## src/b64_pkg.sv

```systemverilog
// b64_pkg: shared types, constants and the sextet-to-character map for the
// Base64 stream encoder. No dependencies; every other file imports it.
`timescale 1ns / 1ps

package b64_pkg;

	localparam int BYTE_W      = 8;
	localparam int COL_W       = 10;
	localparam int CFG_DATA_W  = 10;
	localparam int CFG_IDX_W   = 2;
	localparam int JOB_CHARS   = 5;
	localparam int JOB_CNT_W   = 3;
	localparam int QUEUE_DEPTH_DEF = 2;

	localparam logic [BYTE_W-1:0] NEWLINE_CHAR   = 8'h0A;
	localparam logic [BYTE_W-1:0] RST_CHAR_62    = 8'd43;
	localparam logic [BYTE_W-1:0] RST_CHAR_63    = 8'd47;
	localparam logic [BYTE_W-1:0] RST_PAD_CHAR   = 8'd61;
	localparam logic [COL_W-1:0]  RST_LINE_LEN   = '0;
	localparam logic [COL_W-1:0]  COLUMN_MAX     = 10'd1023;

	typedef enum logic [CFG_IDX_W-1:0] {
		CFG_CHAR_62  = 2'd0,
		CFG_CHAR_63  = 2'd1,
		CFG_PAD_CHAR = 2'd2,
		CFG_LINE_LEN = 2'd3
	} cfg_idx_t;

	typedef enum logic [1:0] {
		PH_0 = 2'd0,
		PH_1 = 2'd1,
		PH_2 = 2'd2
	} phase_t;

	typedef struct packed {
		logic [BYTE_W-1:0] char_62;
		logic [BYTE_W-1:0] char_63;
		logic [BYTE_W-1:0] pad_char;
		logic [COL_W-1:0]  line_length;
	} cfg_t;

	// Characters caused by one input byte, in output order.
	typedef struct packed {
		logic [JOB_CHARS-1:0][BYTE_W-1:0] chars;
		logic [JOB_CNT_W-1:0]             cnt;
		logic                             last;
	} job_t;

	function automatic logic [BYTE_W-1:0] sextet_char(input logic [5:0] v,
			input logic [BYTE_W-1:0] c62, input logic [BYTE_W-1:0] c63);
		logic [BYTE_W-1:0] r;
		r = '0;
		if (v < 6'd26) begin
			r = 8'd65 + {2'b00, v};
		end else if (v < 6'd52) begin
			r = 8'd97 + {2'b00, v - 6'd26};
		end else if (v < 6'd62) begin
			r = 8'd48 + {2'b00, v - 6'd52};
		end else if (v == 6'd62) begin
			r = c62;
		end else begin
			r = c63;
		end
		return r;
	endfunction

endpackage

```

## src/b64_if.sv

```systemverilog
// b64_byte_if / b64_char_if: valid/ready channels for raw bytes and for
// encoded characters. Depends on b64_pkg.
`timescale 1ns / 1ps

interface b64_byte_if import b64_pkg::*; ();
	logic              valid;
	logic              ready;
	logic [BYTE_W-1:0] data_byte;
	logic              last_byte;

	modport source (output valid, output data_byte, output last_byte, input ready);
	modport sink   (input valid, input data_byte, input last_byte, output ready);
endinterface

interface b64_char_if import b64_pkg::*; ();
	logic              valid;
	logic              ready;
	logic [BYTE_W-1:0] out_char;
	logic              run_end;
	logic              stream_end;

	modport source (output valid, output out_char, output run_end, output stream_end,
		input ready);
	modport sink   (input valid, input out_char, input run_end, input stream_end,
		output ready);
endinterface

```

## src/base64_stream_encoder_top.sv

```systemverilog
// base64_stream_encoder_top: Base64 encoder with configurable symbols and
// line wrap. Depends on b64_pkg, b64_if, b64_front, b64_queue, b64_back.
//
// Usage:
//   byte_ch carries one raw byte per item with last_byte marking the end of
//   a message. char_ch carries one character per item; run_end flags the
//   last character caused by a byte, stream_end the final one of a message.
//   The config port writes registers 0..3 (symbol 62, symbol 63, pad char,
//   line length) on any edge with cfg_we high; write only while idle.
// Timing:
//   A byte is accepted in the cycle the front classifies it and enters the
//   job queue at that edge; the output register then loads its first
//   character from the queue head and presents it on char_ch. The back end
//   emits one character per cycle while char_ch is not stalled, and a byte
//   makes 1 to 5 characters, about 4/3 per byte on a long message plus
//   newlines; the single output register sets that rate.
//   The front keeps taking bytes while the queue (QUEUE_DEPTH jobs) has room.
// Reset: clears the queue, the output stage, the group state and restores
//   the default alphabet, pad and no line breaks.
// Stall: when the receiver holds ready low the output item holds, the queue
//   fills and byte_ch.ready drops.
`timescale 1ns / 1ps

module base64_stream_encoder_top import b64_pkg::*; #(
	parameter int QUEUE_DEPTH = QUEUE_DEPTH_DEF
) (
	input  logic                  clk,
	input  logic                  arst_n,
	b64_byte_if.sink              byte_ch,
	b64_char_if.source            char_ch,
	input  logic                  cfg_we,
	input  logic [CFG_IDX_W-1:0]  cfg_index,
	input  logic [CFG_DATA_W-1:0] cfg_wdata
);

	cfg_t cfg_q;
	logic job_valid;
	logic job_ready;
	job_t job;
	logic head_valid;
	job_t head_job;
	logic pop;

	always_ff @(posedge clk or negedge arst_n) begin
		if (!arst_n) begin
			cfg_q.char_62     <= RST_CHAR_62;
			cfg_q.char_63     <= RST_CHAR_63;
			cfg_q.pad_char    <= RST_PAD_CHAR;
			cfg_q.line_length <= RST_LINE_LEN;
		end else if (cfg_we) begin
			case (cfg_idx_t'(cfg_index))
				CFG_CHAR_62:  cfg_q.char_62     <= cfg_wdata[BYTE_W-1:0];
				CFG_CHAR_63:  cfg_q.char_63     <= cfg_wdata[BYTE_W-1:0];
				CFG_PAD_CHAR: cfg_q.pad_char    <= cfg_wdata[BYTE_W-1:0];
				CFG_LINE_LEN: cfg_q.line_length <= cfg_wdata[COL_W-1:0];
				default:      cfg_q             <= cfg_q;
			endcase
		end
	end

	b64_front u_front (
		.clk       (clk),
		.arst_n    (arst_n),
		.byte_ch   (byte_ch),
		.cfg       (cfg_q),
		.job_ready (job_ready),
		.job_valid (job_valid),
		.job       (job)
	);

	b64_queue #(
		.DEPTH (QUEUE_DEPTH)
	) u_queue (
		.clk        (clk),
		.arst_n     (arst_n),
		.push_valid (job_valid),
		.push_ready (job_ready),
		.push_job   (job),
		.head_valid (head_valid),
		.pop        (pop),
		.head_job   (head_job)
	);

	b64_back u_back (
		.clk        (clk),
		.arst_n     (arst_n),
		.head_valid (head_valid),
		.head_job   (head_job),
		.pop        (pop),
		.char_ch    (char_ch)
	);

endmodule

```

## src/b64_front.sv

```systemverilog
// b64_front: accepts raw bytes, keeps group phase, carry bits and line column,
// and turns each byte into one job of up to five characters. Depends on b64_pkg.
`timescale 1ns / 1ps

module b64_front import b64_pkg::*; (
	input  logic        clk,
	input  logic        arst_n,
	b64_byte_if.sink    byte_ch,
	input  cfg_t        cfg,
	input  logic        job_ready,
	output logic        job_valid,
	output job_t        job
);

	phase_t             phase_q;
	logic [3:0]         carry_q;
	logic [COL_W-1:0]   col_q;
	logic               bp_q;

	logic               accept;
	logic               newline;
	logic [3:0][BYTE_W-1:0] d;
	logic [JOB_CNT_W-1:0] dn;
	logic [BYTE_W-1:0]  b;
	logic               last;
	logic [COL_W:0]     col_sum;
	logic [COL_W-1:0]   col_new;
	phase_t             phase_nx;
	logic [3:0]         carry_nx;
	logic               bp_nx;

	assign byte_ch.ready = job_ready;
	assign accept        = byte_ch.valid & job_ready;
	assign job_valid     = byte_ch.valid;
	assign b             = byte_ch.data_byte;
	assign last          = byte_ch.last_byte;

	always_comb begin
		d        = '0;
		dn       = '0;
		newline  = 1'b0;
		phase_nx = PH_0;
		carry_nx = '0;
		case (phase_q)
			PH_1: begin
				d[0]     = sextet_char({carry_q[1:0], b[7:4]}, cfg.char_62, cfg.char_63);
				d[1]     = sextet_char({b[3:0], 2'b00}, cfg.char_62, cfg.char_63);
				d[2]     = cfg.pad_char;
				dn       = last ? 3'd3 : 3'd1;
				phase_nx = PH_2;
				carry_nx = b[3:0];
			end
			PH_2: begin
				d[0]     = sextet_char({carry_q, b[7:6]}, cfg.char_62, cfg.char_63);
				d[1]     = sextet_char(b[5:0], cfg.char_62, cfg.char_63);
				dn       = 3'd2;
				phase_nx = PH_0;
			end
			default: begin
				newline  = bp_q;
				d[0]     = sextet_char(b[7:2], cfg.char_62, cfg.char_63);
				d[1]     = sextet_char({b[1:0], 4'b0000}, cfg.char_62, cfg.char_63);
				d[2]     = cfg.pad_char;
				d[3]     = cfg.pad_char;
				dn       = last ? 3'd4 : 3'd1;
				phase_nx = PH_1;
				carry_nx = {2'b00, b[1:0]};
			end
		endcase

		// column restarts after an owed newline; saturate at the top
		col_sum = (newline ? '0 : {1'b0, col_q}) + {{(COL_W + 1 - JOB_CNT_W){1'b0}}, dn};
		col_new = (col_sum > {1'b0, COLUMN_MAX}) ? COLUMN_MAX : col_sum[COL_W-1:0];

		if (phase_q == PH_2) begin
			bp_nx = (cfg.line_length != '0) && (col_new >= cfg.line_length);
		end else begin
			bp_nx = newline ? 1'b0 : bp_q;
		end

		job.last = last;
		job.cnt  = dn + {{(JOB_CNT_W-1){1'b0}}, newline};
		if (newline) begin
			job.chars = {d, NEWLINE_CHAR};
		end else begin
			job.chars = {NEWLINE_CHAR, d};
		end
	end

	always_ff @(posedge clk or negedge arst_n) begin
		if (!arst_n) begin
			phase_q <= PH_0;
			carry_q <= '0;
			col_q   <= '0;
			bp_q    <= 1'b0;
		end else if (accept) begin
			if (last) begin
				phase_q <= PH_0;
				carry_q <= '0;
				col_q   <= '0;
				bp_q    <= 1'b0;
			end else begin
				phase_q <= phase_nx;
				carry_q <= carry_nx;
				col_q   <= col_new;
				bp_q    <= bp_nx;
			end
		end
	end

endmodule

```

## src/b64_queue.sv

```systemverilog
// b64_queue: short job queue between front and back so each side can stall
// on its own. Depends on b64_pkg.
`timescale 1ns / 1ps

module b64_queue import b64_pkg::*; #(
	parameter int DEPTH = QUEUE_DEPTH_DEF
) (
	input  logic clk,
	input  logic arst_n,
	input  logic push_valid,
	output logic push_ready,
	input  job_t push_job,
	output logic head_valid,
	input  logic pop,
	output job_t head_job
);

	localparam int PTR_W = (DEPTH > 1) ? $clog2(DEPTH) : 1;
	localparam int CNT_W = $clog2(DEPTH + 1);
	localparam logic [PTR_W-1:0] PTR_LAST = PTR_W'(DEPTH - 1);
	localparam logic [CNT_W-1:0] CNT_FULL = CNT_W'(DEPTH);

	job_t             mem_q [DEPTH];
	logic [PTR_W-1:0] wr_ptr_q;
	logic [PTR_W-1:0] rd_ptr_q;
	logic [CNT_W-1:0] cnt_q;
	logic             do_push;
	logic             do_pop;

	assign push_ready = (cnt_q != CNT_FULL);
	assign head_valid = (cnt_q != '0);
	assign head_job   = mem_q[rd_ptr_q];
	assign do_push    = push_valid & push_ready;
	assign do_pop     = pop & head_valid;

	always_ff @(posedge clk) begin
		if (do_push) begin
			mem_q[wr_ptr_q] <= push_job;
		end
	end

	always_ff @(posedge clk or negedge arst_n) begin
		if (!arst_n) begin
			wr_ptr_q <= '0;
			rd_ptr_q <= '0;
			cnt_q    <= '0;
		end else begin
			if (do_push) begin
				wr_ptr_q <= (wr_ptr_q == PTR_LAST) ? '0 : wr_ptr_q + 1'b1;
			end
			if (do_pop) begin
				rd_ptr_q <= (rd_ptr_q == PTR_LAST) ? '0 : rd_ptr_q + 1'b1;
			end
			case ({do_push, do_pop})
				2'b10:   cnt_q <= cnt_q + 1'b1;
				2'b01:   cnt_q <= cnt_q - 1'b1;
				default: cnt_q <= cnt_q;
			endcase
		end
	end

endmodule

```

## src/b64_back.sv

```systemverilog
// b64_back: walks the head job one character per cycle, while the output is not
// stalled, into a registered output stage. Depends on b64_pkg and b64_char_if.
`timescale 1ns / 1ps

module b64_back import b64_pkg::*; (
	input  logic       clk,
	input  logic       arst_n,
	input  logic       head_valid,
	input  job_t       head_job,
	output logic       pop,
	b64_char_if.source char_ch
);

	logic [JOB_CNT_W-1:0] idx_q;
	logic                 ov_q;
	logic [BYTE_W-1:0]    och_q;
	logic                 orun_q;
	logic                 oend_q;
	logic                 load;
	logic                 is_final;

	assign load     = head_valid & (~ov_q | char_ch.ready);
	assign is_final = (idx_q == head_job.cnt - 1'b1);
	assign pop      = load & is_final;

	assign char_ch.valid      = ov_q;
	assign char_ch.out_char   = och_q;
	assign char_ch.run_end    = orun_q;
	assign char_ch.stream_end = oend_q;

	always_ff @(posedge clk) begin
		if (load) begin
			och_q  <= head_job.chars[idx_q];
			orun_q <= is_final;
			oend_q <= is_final & head_job.last;
		end
	end

	always_ff @(posedge clk or negedge arst_n) begin
		if (!arst_n) begin
			ov_q  <= 1'b0;
			idx_q <= '0;
		end else begin
			if (load) begin
				ov_q  <= 1'b1;
				idx_q <= is_final ? '0 : idx_q + 1'b1;
			end else if (char_ch.ready) begin
				ov_q <= 1'b0;
			end
		end
	end

endmodule

```

## src/flat_wrapper.sv

```systemverilog
// flat-port wrapper written by rule: the top's interface ports become plain ports
module base64_stream_encoder_top_flat import b64_pkg::*;
#(
	parameter int QUEUE_DEPTH = QUEUE_DEPTH_DEF
)
  (clk, arst_n, cfg_we, cfg_index, cfg_wdata, byte_ch_valid, byte_ch_data_byte, byte_ch_last_byte, byte_ch_ready, char_ch_valid, char_ch_out_char, char_ch_run_end, char_ch_stream_end, char_ch_ready);
  b64_byte_if byte_ch_i ();
  b64_char_if char_ch_i ();
  input  logic clk;
  input  logic arst_n;
  input  logic cfg_we;
  input  logic [CFG_IDX_W-1:0] cfg_index;
  input  logic [CFG_DATA_W-1:0] cfg_wdata;
  input wire logic [$bits(byte_ch_i.valid)-1:0] byte_ch_valid;
  input wire logic [$bits(byte_ch_i.data_byte)-1:0] byte_ch_data_byte;
  input wire logic [$bits(byte_ch_i.last_byte)-1:0] byte_ch_last_byte;
  output wire logic [$bits(byte_ch_i.ready)-1:0] byte_ch_ready;
  output wire logic [$bits(char_ch_i.valid)-1:0] char_ch_valid;
  output wire logic [$bits(char_ch_i.out_char)-1:0] char_ch_out_char;
  output wire logic [$bits(char_ch_i.run_end)-1:0] char_ch_run_end;
  output wire logic [$bits(char_ch_i.stream_end)-1:0] char_ch_stream_end;
  input wire logic [$bits(char_ch_i.ready)-1:0] char_ch_ready;
  assign byte_ch_i.valid = byte_ch_valid;
  assign byte_ch_i.data_byte = byte_ch_data_byte;
  assign byte_ch_i.last_byte = byte_ch_last_byte;
  assign byte_ch_ready = byte_ch_i.ready;
  assign char_ch_valid = char_ch_i.valid;
  assign char_ch_out_char = char_ch_i.out_char;
  assign char_ch_run_end = char_ch_i.run_end;
  assign char_ch_stream_end = char_ch_i.stream_end;
  assign char_ch_i.ready = char_ch_ready;
  base64_stream_encoder_top #(.QUEUE_DEPTH(QUEUE_DEPTH)) u_core (.clk(clk), .arst_n(arst_n), .byte_ch(byte_ch_i), .char_ch(char_ch_i), .cfg_we(cfg_we), .cfg_index(cfg_index), .cfg_wdata(cfg_wdata));
endmodule
```

## config.mk

```make
export PLATFORM = sky130hd
export DESIGN_NAME = base64_stream_encoder_top_flat
export DESIGN_NICKNAME = d
export VERILOG_FILES = /design/src/b64_pkg.sv /design/src/b64_if.sv /design/src/base64_stream_encoder_top.sv /design/src/b64_front.sv /design/src/b64_queue.sv /design/src/b64_back.sv /design/src/flat_wrapper.sv
export SDC_FILE = /design/constraint.sdc
export NUM_CORES = 1
export LEC_CHECK = 0
export BUFFER_PORTS_ARGS = -buffer_cell sky130_fd_sc_hd__buf_2
export CAP_MARGIN = 20
export CORE_UTILIZATION = 48
export CTS_BUF_LIST = sky130_fd_sc_hd__clkbuf_4 sky130_fd_sc_hd__clkbuf_8
export DETAILED_ROUTE_END_ITERATION = 7
export GPL_ROUTABILITY_DRIVEN = 1
export PLACE_DENSITY = 0.64
export SKIP_LAST_GASP = 1
export SLEW_MARGIN = 20
export SYNTH_ARGS = -nofsm -noshare
export SYNTH_HDL_FRONTEND = slang
export SYNTH_HIERARCHICAL = 1
export SYNTH_SLANG_ARGS = --single-unit
```

## constraint.sdc

```tcl
create_clock -name clk -period 4.4 [get_ports clk]
set_clock_uncertainty 0.2 [all_clocks]
set_input_delay 0.88 -clock clk [delete_from_list [all_inputs] [get_ports clk]]
set_output_delay 0.88 -clock clk [all_outputs]
set_load 0.03 [all_outputs]
```

==> summary.md, run 1 <==
| Metric | Value |
|---|---|
| Status | finished, final reports clean |
| Combinational Power Share | a little over two fifths |
| Routability cong. | between 0.9 and 1 |
| Post-Synthesis Cells | 916 |
| Critical path arrival | ~4200 ps |
| Antenna violations before repair | 0 |
| Fin crit share | 93.11% |
| Clk slew on worst S/H paths | 90 ps |
| Final Hold Viols | 0 |
| CP endpoint kind | flop |
| Fin Setup TNS | 0 ps |
| First DRT Iteration DRCs | approximately 580 |
| Buffers added on ports | 37 |
| Antenna-violating nets left | 0 |
| Die W | ~150 µm |
| Max Cap Violations | 0 |
| CTS Buf Count | 17 |
| Overall routing resource usage | 24.47% |
| Synth Area in Simple Gates | 11.85% |
| Leakage | 4.419 nW |
| Mux cell area share after synthesis | roughly 14% |
| Row count | 52 |
| Worst Tran Pin Value | 985.1 ps |
| Clk buf depth | 2 |
| Post-Synth XOR/XNOR Area | 5.648% |
| Die footprint | approximately 22000 µm² |
| Final nets | between 1k and 1.5k |
| Clk Latency, worst-skew pair | approximately 450 ps |
| Total routed wirelength | 25450 µm |
| Share of cells above drive strength 1 | 23.13% |
| Synthesis Warnings | 6 |
| Initial Utilization | between 40 and 50% |
| Ranking of synthesized cells by area | edfxtp_1 29%, dfrtp_1 11%, mux2_2 10% |
| Register area share after synthesis | a little over two fifths |
| Worst min path class | flop to flop |
| # IOs | 38 |
| RSZ-0062 raised after global routing | no |
| HPWL after detailed placement | between 15000 and 20000 µm |
| Avg Inst Size Synth | ~11 µm² |
| Largest family of logic cells by synthesized area | multiplexers |
| CTS Sinks | 157 |
| Worst rel slew slack | about a third |
| Worst setup SP type | flop |
| Die height | ~150 µm |
| Sequential share of power | between 40% and 50% |
| Switching power | between 2 and 2.5 mW |
| Slew Limit Fails | 0 |
| CTS tree | yes |
| # diodes | 0 |
| Area grow syn2layout | 7.379% |
| Clock root cell | clkbuf_8 |
| Fmax | roughly 240 MHz |
| Final setup fails | 0 |
| DR WL/cell | between 20 and 25 µm |
| Async SR Flop Fraction | around 38% |
| Number of remaining DRC errors | 0 |
| Top FF cell, synth | edfxtp_1 |
| First-pass GRT wire length | just over 40000 µm |
| R2R Setup Slk | around 300 ps |
| Pint | about 3.8 mW |
| CP Max Fanout | 7 |
| Seq cells post-synth | ~160 |
| Compound-Gate Fraction of Synth Area | around an eighth |
| Cell variety after synth | 81 |
| Worst EP required | roughly 4500 ps |
| Core ar. | between 20000 and 25000 µm² |
| Vias in the first global route | 7078 |
| Fin util | between 50% and 60% |
| Largest net degree at the start of global routing | between 40 and 50 |
| EDFF count, synth | 98 |
| Number of H-tree levels | 4 |
| Min Tclk post-route | a little over 4000 ps |
| Clock share of power | between 10% and 20% |
| Syn_nets | around 1k |
| Synthesized area | 10190 µm² |
| Worst vdd ir | ~0.00032 V |
| Drt pass-1 iters | 5 |
| Top cell type's share of synthesized area | about 29% |
| Via density | approximately 5.9 |
| Power per cell area | 572.9 nW/µm² |
| Net Sw Frac | approximately two fifths |
| Congestion Overflow GR | 0 |
| Critical path class | flop to flop |
| Post-synthesis adder-cell area fraction | 7.808% |
| Biggest area consumer among synthesized cells | edfxtp_1 |
| Vias | 7243 |
-- cells by family (layout without fill, tap and decap cells) --
logic type	after synthesis	count (layout)
and+or+nand+nor	229	229
xor gates and xnor gates	64	64
DFF	157	157
AOI/OAI and AO/OA	193	193
buffers and inverters	89	124
adders and majority gates	63	63
muxes	121	121
-- synthesized netlist by cell type (11+ instances only) --
cell	number
a21o_1	11
a21oi_1	34
a31oi_1	14
and2_1	17
buf_2	13
clkbuf_1	25
dfrtp_1	45
dfstp_2	14
edfxtp_1	98
ha_1	62
inv_1	37
mux2_2	92
mux2i_1	17
nand2_1	88
nand2b_1	13
nand3_1	12
nor2_1	26
nor2b_1	12
o211ai_1	17
o21ai_0	29
o21ai_1	21
xnor2_1	39
xor2_1	23
-- per-layer routing --
layer  part of all wire, %  global-route usage (%)  vias up
met5                     0                       0        -
met3                   5.9                   4.630       44
met4                   2.5                   8.093        0
met2                    46                   37.97      265
met1                    46                   34.45     3518
li1                      -                       -     3416
-- power by group through the flow --
stage | combinational (mW) | clock (mW) | sequential, mW
final | 2.72 | 1.03 | 2.52
after global routing | 2.99 | 1.12 | 2.57
after CTS | 2.71 | 1.06 | 2.52
after detailed placement | 2.69 | 0 | 2.55
after global placement | 2.66 | 0 | 2.54
after floorplan | 2.02 | 0 | 2.50
-- worst paths after layout --
path | from | endpoint | cells after the start
hold / removal | u_core/u_front/col_q[0] | u_core/u_front/col_q[0] | 2
min in group asynchronous | arst_n | u_core/u_back/idx_q[2] | 1
hold reg to reg | u_core/u_front/col_q[0] | u_core/u_front/col_q[0] | 2
max in group asynchronous | arst_n | u_core/cfg_q[21] | 2
setup reg to reg | u_core/u_front/phase_q[0] | u_core/u_front/bp_q | 17
setup / recovery | u_core/u_front/phase_q[0] | u_core/u_front/bp_q | 17
-- through the flow --
stage | worst slack [ps] | hold WS [ps] | cell area (µm²) | power (mW) | instances
floorplan | 328.2 | 240.2 | 10190 | 4.516 | 916
global placement | 233.7 | 279.6 | 10550 | 5.196 | 1187
detailed placement | 126.5 | 286.0 | 10550 | 5.238 | 1187
CTS | 211.9 | 306.1 | 10920 | 6.295 | 1219
global route | 19.16 | 330.8 | 10940 | 6.683 | 1221
finish | 303.3 | 303.4 | 10940 | 6.269 | 1221
-- cell type report --
class                      count  area, µm²
timing repair buffer          54      312.8
clock inverter                14      130.1
fill                        1859       9552
sequential                   157       4438
inverter                      38      142.6
tap                          270      337.8
multi-input combinational    670       5340
clock buffer                  18      241.5
-- sequential cells by signal (all words and copies together), names as in the netlist --
register                          count
u_core/u_back/char_ch.valid           1
u_core/u_back/char_ch.run_end         1
u_core/u_front/carry_q                4
u_core/u_front/phase_q                2
u_core/u_front/col_q                 10
u_core/cfg_q                         34
u_core/u_queue/mem_q                 88
u_core/u_back/char_ch.out_char        8
u_core/u_back/char_ch.stream_end      1
u_core/u_front/bp_q                   1
u_core/u_queue/wr_ptr_q               1
u_core/u_queue/rd_ptr_q               1
u_core/u_back/idx_q                   3
u_core/u_queue/cnt_q                  2
-- layout by cell type, fill, tap and decap left out, drive strengths merged, types with 27 or more instances in the layout --
cell    count
buf        54
mux2       96
a21oi      36
edfxtp     98
nor2       27
o21ai      50
inv        45
dfrtp      45
ha         62
nand2      88
xnor2      40
-- critical path: stages, from the launching register on --
cell and delay (ps):
dfrtp_1 410, inv_1 70, ha_2 380, nand2_1 120, and2_1 180, ha_1 200, fa_1 420, a21oi_1 230
nor3_1 130, and4_1 210, nor2_1 120, ha_1 240, nand2b_1 140, a21o_1 170, a21o_1 170, a211oi_1 210
o21ai_1 90, a32o_1 250
-- what timing repair did --
item,CTS,global route
buffers inserted,0,2
hold buffers,0,0
endpoints found under the setup margin,0,1
resized for setup,0,1
No activity file was read; power rests on OpenSTA's default activity.
==> inputs of run 2 (changes only) <==
--- a/config.mk
+++ b/config.mk
@@ -7,11 +7,11 @@
 export LEC_CHECK = 0
 export BUFFER_PORTS_ARGS = -buffer_cell sky130_fd_sc_hd__buf_2
 export CAP_MARGIN = 20
-export CORE_UTILIZATION = 48
+export CORE_UTILIZATION = 65
 export CTS_BUF_LIST = sky130_fd_sc_hd__clkbuf_4 sky130_fd_sc_hd__clkbuf_8
 export DETAILED_ROUTE_END_ITERATION = 7
 export GPL_ROUTABILITY_DRIVEN = 1
-export PLACE_DENSITY = 0.64
+export PLACE_DENSITY = 0.83
 export SKIP_LAST_GASP = 1
 export SLEW_MARGIN = 20
 export SYNTH_ARGS = -nofsm -noshare
==> summary.md, run 2 (synthesis gave the netlist of run 1 again) <==
| Metric | Value |
|---|---|
| Worst Tran Pin Value | ~1100 ps |
| Worst min path class | flop to flop |
| Largest net degree at the start of global routing | 45 |
| Most frequent CP cell | a21o_1 |
| Antenna-violating nets left | 0 |
| Worst setup SP type | flop |
| Clk Latency, worst-skew pair | about 450 ps |
| HPWL after detailed placement | between 15000 and 20000 µm |
| Hold Startpoint | u_core/u_queue/cnt_q[1] |
| Share of cells above drive strength 1 | about a quarter |
| Worst path cell trace | inv_1, ha_2, nand2_1, buf_4, and2_1, fa_1, a21oi_2, nor3_1, and4_1, nor2_1, ha_1, nand2b_1, a21o_1, a21o_1, a211oi_1, o21ai_1, a32o_1 |
| Largest register FFs | roughly 90 |
| Vias in the first global route | 6930 |
| Fin area | 10910 µm² |
| Die footprint | roughly 16000 µm² |
| Most frequent cells in the layout | 98 x edfxtp_1, 92 x mux2_2, 88 x nand2_1 |
| CP endpoint kind | flop |
| Worst rel slew slack | between 20% and 30% |
| Combinational Power Share | between 40% and 50% |
| RSZ-0062 raised after global routing | no |
| Fmax | 245.7 MHz |
| Antenna violations before repair | 0 |
| Overall routing resource usage | a little under a third |
| # IOs | 38 |
| Die W | 127.2 µm |
| Reg2Reg Launch Point | u_core/u_front/phase_q[0] |
| Vias | 7463 |
| Clock share of power | 16.6% |
| Placed Area | around 10000 µm² |
| Initial Utilization | between 60% and 70% |
| First DRT Iteration DRCs | 681 |
| Worst vdd ir | approximately 0.00036 V |
| Number of H-tree levels | 4 |
| R2R Path End | u_core/u_front/bp_q |
| Via density | approximately 6.4 |
| Die height | 127.2 µm |
| Slew Limit Fails | 0 |
| Row count | 45 |
| Fin crit share | between 90 and 100% |
| Status | finished, final reports clean |
| CP Max Fanout | 17 |
| Sequential share of power | about two fifths |
| Buffers added on ports | 37 |
| Fin Setup TNS | 0 ps |
| Critical path class | flop to flop |
| Reg2Reg Depth | 17 |
| Congestion Overflow GR | 0 |
| Routability cong. | just under 1 |
| Largest registers | u_core/u_queue/mem_q: 88 flops, u_core/cfg_q: 34 flops, u_core/u_front/col_q: 10 flops |
| Largest register by flop count | u_core/u_queue/mem_q |
| Hold EP | u_core/u_queue/cnt_q[1] |
| Critical path arrival | ~4200 ps |
| DR WL/cell | 20.90 µm |
| Final Hold Viols | 0 |
| Pint | just under 4 mW |
| Clk slew on worst S/H paths | about 90 ps |
| Total routed wirelength | ~24000 µm |
| R2R Setup Slk | 330 ps |
| Max Cap Violations | 0 |
| Clk buf depth | 2 |
| Worst EP required | ~4600 ps |
| Slowest cell on crit path | fa_1 |
| CTS tree | yes |
| Number of remaining DRC errors | 0 |
| First-pass GRT wire length | 37860 µm |
| Switching power | ~2.4 mW |
| Most common cell after layout, fill and taps aside | edfxtp_1 |
| Final nets | ~1.0k |
| Clock root cell | clkbuf_8 |
| # diodes | 0 |
| Area grow syn2layout | 7.023% |
| Final setup fails | 0 |
| Leakage | between 4 and 5 nW |
| Core ar. | around 15000 µm² |
| Drt pass-1 iters | 6 |
| Net Sw Frac | just under 40% |
| CP peak stage delay | roughly 460 ps |
| Worst Hold Depth | 1 |
| CTS Sinks | roughly 160 |
| Min Tclk post-route | ~4100 ps |
| Power per cell area | approximately 580 nW/µm² |
| CTS Buf Count | 17 |
==> run 2: cell count changes in the layout (fill, tap and decap cells not counted), sizes merged <==
cell	change
buf	+3
clkinv	+5
bufinv	+1
clkinvlp	+1
inv	-7
==> run 2: power by group through the flow <==
stage | combinational (mW) | clock, mW | sequential, mW
after floorplan | 2.02 | 0 | 2.50
after global routing | 2.96 | 1.11 | 2.57
after detailed placement | 2.67 | 0 | 2.54
after CTS | 2.70 | 1.06 | 2.52
final | 2.75 | 1.05 | 2.52
after global placement | 2.60 | 0 | 2.52
==> run 2: critical path, delay by kind of cell (launching register included) <==
| kind | cells | cell delay [ps] |
|---|---|---|
| compound gates | 6 | 1150 |
| fa+ha+maj | 3 | 1080 |
| flops | 1 | 390 |
| buf+inv | 2 | 270 |
| simple gates | 6 | 880 |
==> run 2: per-stage QoR <==
stage	power, mW	setup slack, ps	std cells	hold WS (ps)	utilization [%]
floorplan	4.516	328.2	916	240.2	-
global placement	5.115	272.8	1130	261.7	68.76
detailed placement	5.216	139.9	1130	274.4	68.76
CTS	6.275	87.96	1162	291.1	71.29
global route	6.641	45.01	1165	308.5	71.48
finish	6.314	330.1	1165	290.9	71.48
==> run 2: cell type report <==
class | instances | area, µm²
fill | 1082 | 4352
clock inverter | 14 | 145.1
tap | 211 | 264.0
multi-input combinational | 670 | 5340
clock buffer | 18 | 241.5
inverter | 38 | 142.6
timing repair buffer | 57 | 335.3
sequential | 157 | 4438
==> run 2: metal layers <==
metal / vias to the layer above / track usage [%] / wire (µm)
li1: 3430 / - / -
met1: 3629 / 43.86 / 10490
met2: 346 / 48.90 / 11460
met3: 58 / 6.826 / 1788
met4: 0 / 10.36 / 608
met5: - / 0 / 0
==> run 2: how the worst max path moves through the flow <==
stage	startpoint	end	slack (ps)	cells past startpoint
finish	u_core/u_front/phase_q[0]	u_core/u_front/bp_q	330	17
global route	u_core/u_front/phase_q[0]	u_core/u_front/bp_q	50	17
CTS	u_core/u_front/phase_q[0]	u_core/u_front/bp_q	90	17
floorplan	byte_ch_last_byte	u_core/u_front/bp_q	330	16
detailed placement	byte_ch_last_byte	u_core/u_front/bp_q	140	15
global placement	byte_ch_last_byte	u_core/u_front/bp_q	270	16
==> run 2: what timing repair did <==
action / in CTS / in global routing
setup endpoints to repair: 0 / 1
resized for setup: 0 / 2
hold buffers: 0 / 0
setup buffers: 0 / 3
==> inputs of run 3 (changes only) <==
--- a/config.mk
+++ b/config.mk
@@ -7,11 +7,11 @@
 export LEC_CHECK = 0
 export BUFFER_PORTS_ARGS = -buffer_cell sky130_fd_sc_hd__buf_2
 export CAP_MARGIN = 20
-export CORE_UTILIZATION = 65
+export CORE_UTILIZATION = 59
 export CTS_BUF_LIST = sky130_fd_sc_hd__clkbuf_4 sky130_fd_sc_hd__clkbuf_8
 export DETAILED_ROUTE_END_ITERATION = 7
 export GPL_ROUTABILITY_DRIVEN = 1
-export PLACE_DENSITY = 0.83
+export PLACE_DENSITY = 0.8
 export SKIP_LAST_GASP = 1
 export SLEW_MARGIN = 20
 export SYNTH_ARGS = -nofsm -noshare
==> constraint.sdc (replaced) <==
create_clock -name clk -period 3.35 [get_ports clk]
set_clock_uncertainty 0.2 [all_clocks]
set_input_delay 0.67 -clock clk [delete_from_list [all_inputs] [get_ports clk]]
set_output_delay 0.67 -clock clk [all_outputs]
set_load 0.03 [all_outputs]
==> summary.md, run 3 (synthesis gave the netlist of run 1 again) <==
| Metric | Value |
|---|---|
| Overall routing resource usage | between 20% and 30% |
| Most frequent cells in the layout | 98 x edfxtp_1, 92 x mux2_2, 84 x nand2_1 |
| Leakage | 4.776 nW |
| Fin crit share | 110.3% |
| Reg2Reg Depth | 16 |
| Slew Limit Fails | 0 |
| Die footprint | about 18000 µm² |
| Vias | around 7.7k |
| Row count | 47 |
| Final setup fails | 1 |
| Largest register by flop count | u_core/u_queue/mem_q |
| Max Cap Violations | 0 |
| Number of H-tree levels | 4 |
| First DRT Iteration DRCs | 808 |
| Die W | around 130 µm |
| Largest register FFs | slightly below 90 |
| Congestion Overflow GR | 0 |
| Power per cell area | ~760 nW/µm² |
| Routability cong. | 0.9590 |
| Via density | 6.212 |
| # diodes | 0 |
| Fin Setup TNS | -344.2 ps |
| Share of cells above drive strength 1 | about 30% |
| Vias in the first global route | ~7.6k |
| Reg2Reg Launch Point | u_core/u_front/phase_q[0] |
| Worst min path class | input port to async pin |
| DR WL/cell | between 20 and 25 µm |
| CP endpoint kind | flop |
| CTS Buf Count | 17 |
| Final nets | 1090 |
| Clk Latency, worst-skew pair | roughly 450 ps |
| Clock share of power | ~16% |
| Combinational Power Share | a little under half |
| Pint | between 5 and 6 mW |
| Die height | 133.4 µm |
| Storage cell area | 4438 µm² |
| Fmax | approximately 270 MHz |
| Largest net degree at the start of global routing | 45 |
| Core ar. | around 17000 µm² |
| CTS tree | yes |
| Multi-input gate area | between 5000 and 6000 µm² |
| RSZ-0062 raised after global routing | yes |
| HPWL after detailed placement | around 19000 µm |
| Net Sw Frac | 39.04% |
| Total routed wirelength | about 25000 µm |
| Antenna-violating nets left | 0 |
| Initial Utilization | roughly three fifths |
| Worst setup SP type | flop |
| Fillcell total | ~1.2k |
| Worst EP required | around 3500 ps |
| # IOs | 38 |
| Sequential share of power | ~38% |
| Clock root cell | clkbuf_8 |
| Final Hold Viols | 0 |
| Drt pass-1 iters | 7 |
| Clk slew on worst S/H paths | approximately 100 ps |
| Critical path arrival | between 3000 and 4000 ps |
| Hold_buf cts | 0 |
| Fin area | between 10000 and 15000 µm² |
| Fin util | 68.97% |
| Area grow syn2layout | 13.03% |
| Number of remaining DRC errors | 0 |
| Worst vdd ir | roughly 0.00038 V |
| Failing checks | setup timing |
| R2R Setup Slk | -340 ps |
| Final worst setup slack | -344.2 ps |
| Antenna violations before repair | 0 |
| Fin Hold WS | 58.42 ps |
| Switching power | about 3.4 mW |
| Worst slack at placement | -359.4 ps |
| Largest registers | u_core/u_queue/mem_q: 88 flops, u_core/cfg_q: 34 flops, u_core/u_front/col_q: 10 flops |
| Most common cell after layout, fill and taps aside | edfxtp_1 |
| R2R Path End | u_core/u_front/bp_q |
| First-pass GRT wire length | between 30000 and 40000 µm |
| Placed Area | 11040 µm² |
| CTS Sinks | 157 |
| Buffers added on ports | 37 |
| Worst Tran Pin Value | 968.8 ps |
| Status | finished with violations |
| Critical path class | flop to flop |
| Clk buf depth | 2 |
| CP Max Fanout | 5 |
| Min Tclk post-route | 3694 ps |
| Worst rel slew slack | 34.83% |
-- run 3: critical path, cell delays in order (launching register included) --
cell and delay [ps]:
dfrtp_1 410, inv_2 70, ha_4 310, nand2b_4 150
nand2_4 60, ha_4 170, fa_2 430, a21oi_4 180
nor3_4 60, nand4_1 250, nand2b_1 140, ha_1 290
a21o_1 180, a21o_1 180, a211oi_2 160, o21ai_1 90
a32o_1 250
-- run 3: area by class of cell --
| type | count | area share [%] |
|---|---|---|
| well taps | 220 | 2.390 |
| repair buffers | 117 | 6.930 |
| flip-flops and latches | 157 | 38.53 |
| clock inverters | 14 | 1.336 |
| inverters | 38 | 1.238 |
| multi-input cells | 670 | 47.48 |
| clock buffers | 18 | 2.096 |
-- run 3: how the worst max path moves through the flow --
stage / start / to / slack, ps / cells after the start
global route: u_core/u_front/phase_q[0] / u_core/u_front/bp_q / -420 / 17
finish: u_core/u_front/phase_q[0] / u_core/u_front/bp_q / -340 / 16
CTS: u_core/u_front/phase_q[0] / u_core/u_front/bp_q / -220 / 17
floorplan: u_core/u_front/phase_q[0] / u_core/u_front/bp_q / -210 / 18
detailed placement: byte_ch_last_byte / u_core/u_front/bp_q / -360 / 16
global placement: byte_ch_last_byte / u_core/u_front/bp_q / -260 / 16
-- run 3: what timing repair did --
action / CTS / global route
gates resized for setup: 3 / 6
buffers inserted: 3 / 2
gates cloned: 0 / 0
setup endpoints to repair: 1 / 1
pin swaps: 10 / 11
hold endpoints to repair: 0 / 0
-- run 3: power by group through the flow --
stage / Combinational [mW] / Clock, mW / Sequential, mW
detailed placement: 3.84 / 0 / 3.33
CTS: 3.91 / 1.41 / 3.30
global route: 4.31 / 1.50 / 3.34
floorplan: 2.77 / 0 / 3.28
global placement: 3.74 / 0 / 3.28
finish: 4.00 / 1.40 / 3.29
-- run 3: through the flow --
step	power, mW	cells
floorplan	6.053	916
global placement	7.024	1198
detailed placement	7.171	1198
CTS	8.615	1233
global route	9.152	1234
finish	8.698	1234
-- run 3: layer usage --
metal	track usage [%]	share of wire, %	vias up
li1	-	-	3541
met1	39.54	42	3693
met2	47.02	48	374
met3	5.784	7.9	57
met4	9.659	2.2	0
met5	0	0	-
